## src/design/i2c_mra_pkg.sv

```systemverilog
package i2c_mra_pkg;

	// stream widths, fields packed from the lowest bit up, padded to whole bytes
	localparam int S_DATA_W = 32;
	localparam int M_DATA_W = 16;
	localparam int M_USED_W = 13;

	// ticks per bus phase after reset
	localparam logic [7:0] TPP_RESET = 8'd1;

	// direction bit appended to the device address
	localparam logic DIR_WRITE = 1'b0;
	localparam logic DIR_READ  = 1'b1;

	// bus sequence segments, each made of up to four phases
	typedef enum logic [13:0] {
		SEG_IDLE   = 14'b00000000000001,
		SEG_START  = 14'b00000000000010,
		SEG_TXA    = 14'b00000000000100,
		SEG_ACKA   = 14'b00000000001000,
		SEG_TXR    = 14'b00000000010000,
		SEG_ACKR   = 14'b00000000100000,
		SEG_TXD    = 14'b00000001000000,
		SEG_ACKD   = 14'b00000010000000,
		SEG_STOP   = 14'b00000100000000,
		SEG_RSTART = 14'b00001000000000,
		SEG_TXAR   = 14'b00010000000000,
		SEG_ACKAR  = 14'b00100000000000,
		SEG_RX     = 14'b01000000000000,
		SEG_NACK   = 14'b10000000000000
	} seg_t;

endpackage

```

## src/design/i2c_master_register_access.sv

```systemverilog
// An item's result is registered and offered on the master side, going through the skid
// entry first when the output register still holds an earlier result.
// Throughput: one item per cycle while the skid entry is empty; the bus state update is a single pass of shallow logic.
// A two-entry output buffer keeps the slave side open while one result waits.
// Reset (arst_n low, asynchronous): sequencer idle, both lines released, ticks per phase 1.
module i2c_master_register_access (
	input  logic                              clk,
	input  logic                              arst_n,
	input  logic                              cfg_we,
	input  logic [7:0]                        cfg_wdata,  // ticks_per_phase
	input  logic                              s_tvalid,
	output logic                              s_tready,
	// is_read[0], device_address[7:1], reg_addr[15:8], write_data[23:16], sda_in[24]
	input  logic [i2c_mra_pkg::S_DATA_W-1:0]  s_tdata,
	input  logic                              s_tuser,    // req_type
	output logic                              m_tvalid,
	input  logic                              m_tready,
	// scl_out[0], sda_out[1], busy_res[2], done_res[3], success[4], read_data[12:5]
	output logic [i2c_mra_pkg::M_DATA_W-1:0]  m_tdata
);
	import i2c_mra_pkg::*;

	// configuration and sequencer state
	logic [7:0] tpp_q;
	seg_t       seg_q;
	logic [1:0] sub_q;
	logic [7:0] phase_q;
	logic [3:0] bitcnt_q;
	logic [7:0] shift_q;
	logic       lat_read_q;
	logic [6:0] lat_dev_q;
	logic [7:0] lat_reg_q;
	logic [7:0] lat_data_q;
	logic       lat_ok_q;
	logic       scl_q;
	logic       sda_q;

	// output buffer
	logic                out_valid_q;
	logic [M_DATA_W-1:0] out_data_q;
	logic                skid_valid_q;
	logic [M_DATA_W-1:0] skid_data_q;

	// input fields
	logic       in_read;
	logic [6:0] in_dev;
	logic [7:0] in_reg;
	logic [7:0] in_data;
	logic       in_sda;

	// next state and result
	seg_t       seg_d;
	logic [1:0] sub_d;
	logic [7:0] phase_d;
	logic [3:0] bitcnt_d;
	logic [7:0] shift_d;
	logic       lat_read_d;
	logic [6:0] lat_dev_d;
	logic [7:0] lat_reg_d;
	logic [7:0] lat_data_d;
	logic       lat_ok_d;
	logic       scl_d;
	logic       sda_d;
	logic       go;
	logic       go_begin;
	seg_t       go_seg;
	logic [1:0] go_sub;
	logic       fin;
	logic       busy;
	logic       done;
	logic       ok_r;
	logic [7:0] data_r;
	logic [7:0] len;
	logic [M_DATA_W-1:0] res;

	logic acc;
	logic pop;

	assign in_read = s_tdata[0];
	assign in_dev  = s_tdata[7:1];
	assign in_reg  = s_tdata[15:8];
	assign in_data = s_tdata[23:16];
	assign in_sda  = s_tdata[24];

	assign s_tready = !skid_valid_q;
	assign acc      = s_tvalid && s_tready;
	assign m_tvalid = out_valid_q;
	assign m_tdata  = out_data_q;
	assign pop      = out_valid_q && m_tready;

	// phase length, zero acts as one
	assign len = (tpp_q == 8'd0) ? 8'd1 : tpp_q;

	// one bus step per item
	always_comb begin
		seg_d      = seg_q;
		sub_d      = sub_q;
		phase_d    = phase_q;
		bitcnt_d   = bitcnt_q;
		shift_d    = shift_q;
		lat_read_d = lat_read_q;
		lat_dev_d  = lat_dev_q;
		lat_reg_d  = lat_reg_q;
		lat_data_d = lat_data_q;
		lat_ok_d   = lat_ok_q;
		scl_d      = scl_q;
		sda_d      = sda_q;
		go         = 1'b0;
		go_begin   = 1'b0;
		go_seg     = seg_q;
		go_sub     = 2'd0;
		fin        = 1'b0;
		busy       = 1'b0;
		done       = 1'b0;
		ok_r       = 1'b0;
		data_r     = 8'd0;

		// decide the next phase
		if (s_tuser) begin
			busy = 1'b1;
			if (seg_q == SEG_IDLE) begin
				lat_read_d = in_read;
				lat_dev_d  = in_dev;
				lat_reg_d  = in_reg;
				lat_data_d = in_data;
				lat_ok_d   = 1'b0;
				go         = 1'b1;
				go_begin   = 1'b1;
				go_seg     = SEG_START;
			end
		end else if (seg_q != SEG_IDLE) begin
			busy    = 1'b1;
			phase_d = phase_q + 8'd1;
			if (phase_d >= len) begin
				case (seg_q)
					SEG_START, SEG_RSTART: begin
						// bus busy or bus error only checked on the first start
						if (seg_q == SEG_START && sub_q == 2'd0 && !in_sda) begin
							fin = 1'b1;
						end else if (seg_q == SEG_START && sub_q == 2'd1 && in_sda) begin
							fin = 1'b1;
						end else if (sub_q < 2'd2) begin
							go     = 1'b1;
							go_sub = sub_q + 2'd1;
						end else if (sub_q == 2'd2) begin
							go       = 1'b1;
							go_begin = 1'b1;
							go_seg   = (seg_q == SEG_START) ? SEG_TXA : SEG_TXAR;
						end else begin
							fin = 1'b1;
						end
					end
					SEG_TXA, SEG_TXR, SEG_TXD, SEG_TXAR: begin
						if (sub_q < 2'd2) begin
							go     = 1'b1;
							go_sub = sub_q + 2'd1;
						end else if (sub_q == 2'd2) begin
							bitcnt_d = bitcnt_q + 4'd1;
							go       = 1'b1;
							if (bitcnt_d[3]) begin
								go_begin = 1'b1;
								case (seg_q)
									SEG_TXA: go_seg = SEG_ACKA;
									SEG_TXR: go_seg = SEG_ACKR;
									SEG_TXD: go_seg = SEG_ACKD;
									default: go_seg = SEG_ACKAR;
								endcase
							end
						end else begin
							fin = 1'b1;
						end
					end
					SEG_ACKA, SEG_ACKR, SEG_ACKD, SEG_ACKAR: begin
						go = 1'b1;
						if (sub_q < 2'd3) begin
							// only the first address ack is checked
							if (seg_q == SEG_ACKA && sub_q == 2'd2) begin
								lat_ok_d = !in_sda;
							end
							go_sub = sub_q + 2'd1;
						end else begin
							go_begin = 1'b1;
							case (seg_q)
								SEG_ACKA: go_seg = lat_ok_q ? SEG_TXR : SEG_STOP;
								SEG_ACKR: go_seg = lat_read_q ? SEG_RSTART : SEG_TXD;
								SEG_ACKD: go_seg = SEG_STOP;
								default:  go_seg = SEG_RX;
							endcase
						end
					end
					SEG_RX: begin
						if (sub_q == 2'd0) begin
							go     = 1'b1;
							go_sub = 2'd1;
						end else if (sub_q == 2'd1) begin
							shift_d  = {shift_q[6:0], in_sda};
							bitcnt_d = bitcnt_q + 4'd1;
							go       = 1'b1;
							if (bitcnt_d[3]) begin
								go_begin = 1'b1;
								go_seg   = SEG_NACK;
							end
						end else begin
							fin = 1'b1;
						end
					end
					SEG_NACK: begin
						go = 1'b1;
						if (sub_q < 2'd3) begin
							go_sub = sub_q + 2'd1;
						end else begin
							go_begin = 1'b1;
							go_seg   = SEG_STOP;
						end
					end
					SEG_STOP: begin
						if (sub_q < 2'd3) begin
							go     = 1'b1;
							go_sub = sub_q + 2'd1;
						end else begin
							fin = 1'b1;
						end
					end
					default: begin
						fin = 1'b1;
					end
				endcase
			end
		end

		// segment start: reset bit count, load the byte (for a receive: clear it and release the data line)
		if (go && go_begin) begin
			bitcnt_d = 4'd0;
			case (go_seg)
				SEG_TXA:  shift_d = {lat_dev_d, DIR_WRITE};
				SEG_TXAR: shift_d = {lat_dev_d, DIR_READ};
				SEG_TXR:  shift_d = lat_reg_d;
				SEG_TXD:  shift_d = lat_data_d;
				SEG_RX: begin
					shift_d = 8'd0;
					sda_d   = 1'b1;
				end
				default: ;
			endcase
		end

		// phase entry: set the line drives
		if (go) begin
			seg_d   = go_seg;
			sub_d   = go_sub;
			phase_d = 8'd0;
			case (go_seg)
				SEG_START, SEG_RSTART: begin
					if (go_sub == 2'd0) begin
						sda_d = 1'b1;
						scl_d = 1'b1;
					end else begin
						sda_d = 1'b0;
					end
				end
				SEG_TXA, SEG_TXR, SEG_TXD, SEG_TXAR: begin
					if (go_sub == 2'd0) begin
						scl_d = 1'b0;
					end else if (go_sub == 2'd1) begin
						sda_d   = shift_d[7];
						shift_d = {shift_d[6:0], 1'b0};
					end else begin
						scl_d = 1'b1;
					end
				end
				SEG_ACKA, SEG_ACKR, SEG_ACKD, SEG_ACKAR, SEG_NACK: begin
					if (go_sub == 2'd1) begin
						sda_d = 1'b1;
					end else begin
						scl_d = (go_sub == 2'd2);
					end
				end
				SEG_RX: begin
					scl_d = (go_sub == 2'd1);
				end
				SEG_STOP: begin
					case (go_sub)
						2'd0:    scl_d = 1'b0;
						2'd1:    sda_d = 1'b0;
						2'd2:    scl_d = 1'b1;
						default: sda_d = 1'b1;
					endcase
				end
				default: ;
			endcase
		end

		// transaction finished
		if (fin) begin
			ok_r    = lat_ok_d;
			data_r  = (lat_ok_d && lat_read_d) ? shift_d : 8'd0;
			seg_d   = SEG_IDLE;
			sub_d   = 2'd0;
			phase_d = 8'd0;
			busy    = 1'b0;
			done    = 1'b1;
		end
	end

	assign res = {{(M_DATA_W - M_USED_W){1'b0}}, data_r, ok_r, done, busy, sda_d, scl_d};

	// configuration register
	always_ff @(posedge clk or negedge arst_n) begin
		if (!arst_n) begin
			tpp_q <= TPP_RESET;
		end else if (cfg_we) begin
			tpp_q <= cfg_wdata;
		end
	end

	// sequencer state, updated per accepted item
	always_ff @(posedge clk or negedge arst_n) begin
		if (!arst_n) begin
			seg_q      <= SEG_IDLE;
			sub_q      <= 2'd0;
			phase_q    <= 8'd0;
			bitcnt_q   <= 4'd0;
			shift_q    <= 8'd0;
			lat_read_q <= 1'b0;
			lat_dev_q  <= 7'd0;
			lat_reg_q  <= 8'd0;
			lat_data_q <= 8'd0;
			lat_ok_q   <= 1'b0;
			scl_q      <= 1'b1;
			sda_q      <= 1'b1;
		end else if (acc) begin
			seg_q      <= seg_d;
			sub_q      <= sub_d;
			phase_q    <= phase_d;
			bitcnt_q   <= bitcnt_d;
			shift_q    <= shift_d;
			lat_read_q <= lat_read_d;
			lat_dev_q  <= lat_dev_d;
			lat_reg_q  <= lat_reg_d;
			lat_data_q <= lat_data_d;
			lat_ok_q   <= lat_ok_d;
			scl_q      <= scl_d;
			sda_q      <= sda_d;
		end
	end

	// output register with skid entry
	always_ff @(posedge clk or negedge arst_n) begin
		if (!arst_n) begin
			out_valid_q  <= 1'b0;
			skid_valid_q <= 1'b0;
		end else if (!out_valid_q || pop) begin
			if (skid_valid_q) begin
				out_valid_q  <= 1'b1;
				skid_valid_q <= 1'b0;
			end else begin
				out_valid_q <= acc;
			end
		end else if (acc) begin
			skid_valid_q <= 1'b1;
		end
	end

	// output payload
	always_ff @(posedge clk) begin
		if (!out_valid_q || pop) begin
			out_data_q <= skid_valid_q ? skid_data_q : res;
		end else if (acc) begin
			skid_data_q <= res;
		end
	end

	// skid entry only fills behind a waiting result
	a_skid_order: assert property (@(posedge clk) disable iff (!arst_n)
		skid_valid_q |-> out_valid_q)
		else $error("skid entry valid with empty output register");

	// a finishing result never reports busy
	a_done_not_busy: assert property (@(posedge clk) disable iff (!arst_n)
		(out_valid_q && out_data_q[3]) |-> !out_data_q[2])
		else $error("done result reports busy");

	// success and read data only come with done
	a_success_done: assert property (@(posedge clk) disable iff (!arst_n)
		(out_valid_q && !out_data_q[3]) |-> (!out_data_q[4] && out_data_q[12:5] == 8'd0))
		else $error("success or read data without done");

	// idle sequencer keeps a cleared phase counter
	a_idle_phase: assert property (@(posedge clk) disable iff (!arst_n)
		(seg_q == SEG_IDLE) |-> (phase_q == 8'd0 && sub_q == 2'd0))
		else $error("idle sequencer with phase state");

endmodule

```

## config.mk

```make
export PLATFORM = sky130hd
export DESIGN_NAME = i2c_master_register_access
export DESIGN_NICKNAME = d
export VERILOG_FILES = /design/src/design/i2c_mra_pkg.sv /design/src/design/i2c_master_register_access.sv
export SDC_FILE = /design/constraint.sdc
export NUM_CORES = 1
export LEC_CHECK = 0
export BUFFER_PORTS_ARGS = -buffer_cell sky130_fd_sc_hd__clkbuf_2
export CAP_MARGIN = 20
export CELL_PAD_IN_SITES_DETAIL_PLACEMENT = 1
export CELL_PAD_IN_SITES_GLOBAL_PLACEMENT = 2
export CORE_MARGIN = 10
export CORE_UTILIZATION = 41
export DETAILED_ROUTE_END_ITERATION = 12
export GPL_TIMING_DRIVEN = 0
export PLACE_DENSITY = 0.94
export SLEW_MARGIN = 25
export SYNTH_ARGS = -nofsm -noshare
export SYNTH_HDL_FRONTEND = slang
export SYNTH_SLANG_ARGS = --single-unit
```

## constraint.sdc

```tcl
create_clock -name clk -period 10.2 [get_ports clk]
set_clock_uncertainty 0.1 [all_clocks]
set_input_delay 2.04 -clock clk [delete_from_list [all_inputs] [get_ports clk]]
set_output_delay 2.04 -clock clk [all_outputs]
set_load 0.02 [all_outputs]
```

==> flow_summary_export.csv <==
group,metric,value,unit
run_status,status,"complete, no violations",
timing,period_needed,6.39,ns
timing,final.setup.tns,0,ns
final_layout,final_nets,840,
floorplanning,num_rows,46,
final_layout,final_area,0.00750,sq mm
clock_tree,cts_resized,0,
hold_path,holdCritPathClass,"reg -> reg",
yosys,yosysWarningCount,0,
placement,dp_hpwl,17.0,mm
yosys,yosysUniqueCellTypes,78,
clock_tree,clk_latency,0.37,ns
yosys,synth-async-reset-ratio,73.7,%
power,internal-power,0.911,mW
final_layout,regArea,0.00261,sq mm
final_layout,area_growth,13.1,%
critical_path,worst_ep_required_time,10.20,ns
global_routing,grt_usage,20.6,%
power,irDropWorstVdd,108,uV
hold_path,min-delay-start,"lat_reg_q[5]",
timing,slew_headroom,41.8,%
drt,post_drt_wl_per_cell,22.3,um
drt,antenna_left,0,
power,power_frac_comb,40.5,%
placement,portBuffers,52,
critical_path,end_kind,"flop",
placement,routabilityCongestion,0.985,
critical_path,critPathArrivalTime,6.39,ns
timing,tightest_slew,0.851,ns
drt,vias,6078,
run,drv_cap,0,
power,p_seq_share,35.2,%
final_layout,multi_input_area,0.00374,sq mm
timing,min_period_over_period,62.6,%
timing,rsz0062_at_grt,"false",
critical_path,r2r_start,"phase_q[0]",
yosys,synth_edf_count,26,
yosys,synth_area,0.00663,sq mm
power,swShare,40.7,%
critical_path,r2r-end,"m_tdata[9]",
final_layout,drive_above_1_share,18.2,%
final_layout,stdcell_count,997,
yosys,yosysSeqAreaShare,39.4,%
placement,dpl.cell_count,981,
drt,drt_first_pass_iters,5,
timing,max_freq,156,MHz
floorplanning,core_area,0.0159,sq mm
power,power_density,205,mW/mm^2
clock_tree,clock-sinks,99,
final_layout,nFillCells,1902,
clock_tree,cts_tree,"done",
yosys,ys.flop_type,"dfrtp_1",
yosys,ys_seq_elements,99,
yosys,synth_largest_area_cell,"dfrtp_1",
critical_path,critPathKind,"reg -> reg",
global_routing,grt-ovfl-total,0,
clock_tree,post-cts-setup-buffers,0,
final_layout,utilization,47.2,%
timing,hold_viol,0,
clock_tree,cts.htree.levels,3,
floorplanning,dieArea,0.0217,sq mm
power,clock_power_share,24.3,%
floorplanning,ioPinCount,64,
timing,report.final.slew_viol_count,0,
timing,setup_viol,0,
yosys,avgSynthCellArea,9.34,sq um
critical_path,r2r_slack,3.81,ns
clock_tree,cts_made_buffers,9,
critical_path,rr_worst_depth,19,
drt,drt-total-wl,22.2,mm
yosys,synthCells,710,
floorplanning,start_util,41.7,%
yosys,synth_area_leaders,"dfrtp_1, edfxtp_1, mux2i_1",
floorplanning,die_w,147,um
critical_path,crit_fanout,10,
clock_tree,clockBufferDepth,2,
floorplanning,die_h,147,um
clock_tree,root_buffer,"clkbuf_16",
global_routing,grt_max_degree,44,
drt,avgViaCountPerCell,6.10,
yosys,yosysTopAreaCellShare,26.0,%
global_routing,grt_pass1_vias,6507,
drt,drc,0,
timing,whs,0.410,ns
final_layout,num_antenna_cells,0,
power,netSwitchingPower,0.626,mW
hold_path,whs_endpoint,"lat_reg_q[5]",
global_routing,antenna_found_initial,0,
power,p_leak,3.13,nW
drt,drt_iter0_drc,353,
global_routing,grt_pass1_wl,36.0,mm
placement,dpl_cell_area,0.00719,sq mm
critical_path,start_kind,"flop",
clock_tree,clk_pin_slew_worst_paths,0.07,ns
clock_tree,ctsHoldBuffers,0,
hold_path,hold_depth,1,
-- layout make-up --
cell class / count / share of cell area, %
Sequential cell: 99 / 34.8
Timing Repair Buffer: 53 / 3.77
Multi-Input combinational cell: 551 / 49.9
Clock buffer: 10 / 3.05
Tap cell: 216 / 3.60
Clock inverter: 6 / 1.03
Buffer: 40 / 2.74
Inverter: 22 / 1.10
-- sequential cells by signal, summed over array words and instances (netlist names) --
name,cells
seg_q,14
m_tdata,13
skid_data_q,13
lat_data_q,8
lat_reg_q,8
phase_q,8
shift_q,8
tpp_q,8
lat_dev_q,7
bitcnt_q,4
sub_q,2
lat_ok_q,1
lat_read_q,1
m_tvalid,1
scl_q,1
sda_q,1
skid_valid_q,1
-- worst max-delay path by stage --
stage,slack [ns],from,cells after the start,to
floorplan,4.35,s_tuser,13,m_tdata[6]
global placement,3.74,s_tuser,12,m_tdata[6]
detailed placement,3.66,s_tuser,12,m_tdata[6]
CTS,3.92,phase_q[0],19,m_tdata[9]
global route,3.37,phase_q[0],19,m_tdata[11]
finish,3.81,phase_q[0],19,m_tdata[9]
-- kinds of logic (layout without fill, tap and decap cells) --
family                   count (synthesis)  in the layout  share of synthesized area (%)
AO/OA/AOI/OAI                          184            184                           19.2
multiplexers                            69             69                           11.0
buffers and inverters                   62            131                           4.34
XOR/XNOR                                11             11                           1.45
adder cells (fa/ha/maj)                 18             18                           3.40
other                                    1              3                         0.0566
flip-flops                              99             99                           39.4
AND/OR/NAND/NOR                        266            266                           21.2
-- stage by stage --
step / total power [mW] / worst slack, ns
2_1_floorplan: 0.963 / 4.35
3_3_place_gp: 1.11 / 3.74
3_5_place_dp: 1.15 / 3.66
4_1_cts: 1.53 / 3.92
5_1_grt: 1.62 / 3.37
6_report: 1.54 / 3.81
-- synth_stat cells, drive strengths merged, types with 5 or more instances --
cell type,instances
o21ai,62
nor2,53
xor2,5
mux2i,41
nand4,11
xnor2,6
mux2,28
a32oi,8
a41o,5
nor4b,5
o22ai,10
edfxtp,26
or4,8
a22o,8
or3,5
nor2b,5
a21oi,26
nand2b,8
nor4,14
clkbuf,23
buf,17
or4b,5
o21a,5
and3,9
nand3,21
dfrtp,69
o31ai,9
nand2,95
ha,18
inv,22
nor3,10
-- worst max-delay path: stages (launching register included) --
cell       delay (ns)
dfrtp_1          0.44
ha_1             0.26
nand3_1          0.14
nor2_1           0.07
xor2_1           0.16
ha_1             0.33
and4_1           0.19
o21ai_0          0.11
o21ai_1          0.63
nand2_1          0.38
nor4_1           0.56
a2bb2oi_1        0.54
and4b_1          0.34
clkbuf_1         0.43
nand3_1          0.20
and3_1           0.23
nor4b_2          0.22
buf_4            0.22
mux2i_1          0.43
o21ai_1          0.14
-- layer usage --
metal	up-vias	track usage, %	routed length [um]
met2	192	34.5	10700
met4	0	7.28	506
met1	3057	26.4	9920
li1	2786	-	-
met3	43	3.01	1070
met5	-	0	0
-- power groups by stage --
| stage | Clock, mW | Sequential [mW] | Combinational, mW |
|---|---|---|---|
| 3_3_place_gp | 0 | 0.539 | 0.575 |
| 3_5_place_dp | 0 | 0.547 | 0.606 |
| 6_report | 0.373 | 0.541 | 0.623 |
| 2_1_floorplan | 0 | 0.534 | 0.429 |
| 4_1_cts | 0.378 | 0.539 | 0.611 |
| 5_1_grt | 0.393 | 0.550 | 0.681 |
-- placed cells by master, fill, tap and decap left out, types with 5 or more instances in the layout --
cell / count
a41o_1: 5
a32oi_1: 8
nand3_1: 21
clkbuf_16: 9
o21a_1: 5
and3_1: 9
nand2b_1: 8
nor2b_1: 5
o31ai_1: 9
buf_2: 7
clkbuf_2: 52
o22ai_1: 10
or3_1: 5
a21oi_1: 24
nor3_1: 8
xor2_1: 5
nor4_1: 10
nand4_1: 11
or4_1: 5
xnor2_1: 6
o21ai_0: 41
nor2_1: 52
dfrtp_1: 69
mux2i_1: 41
nand2_1: 95
o21ai_1: 21
edfxtp_1: 26
clkbuf_1: 23
ha_1: 18
mux2_2: 27
a22o_1: 8
inv_1: 22
Note: power is estimated with default switching activity, not from simulation.
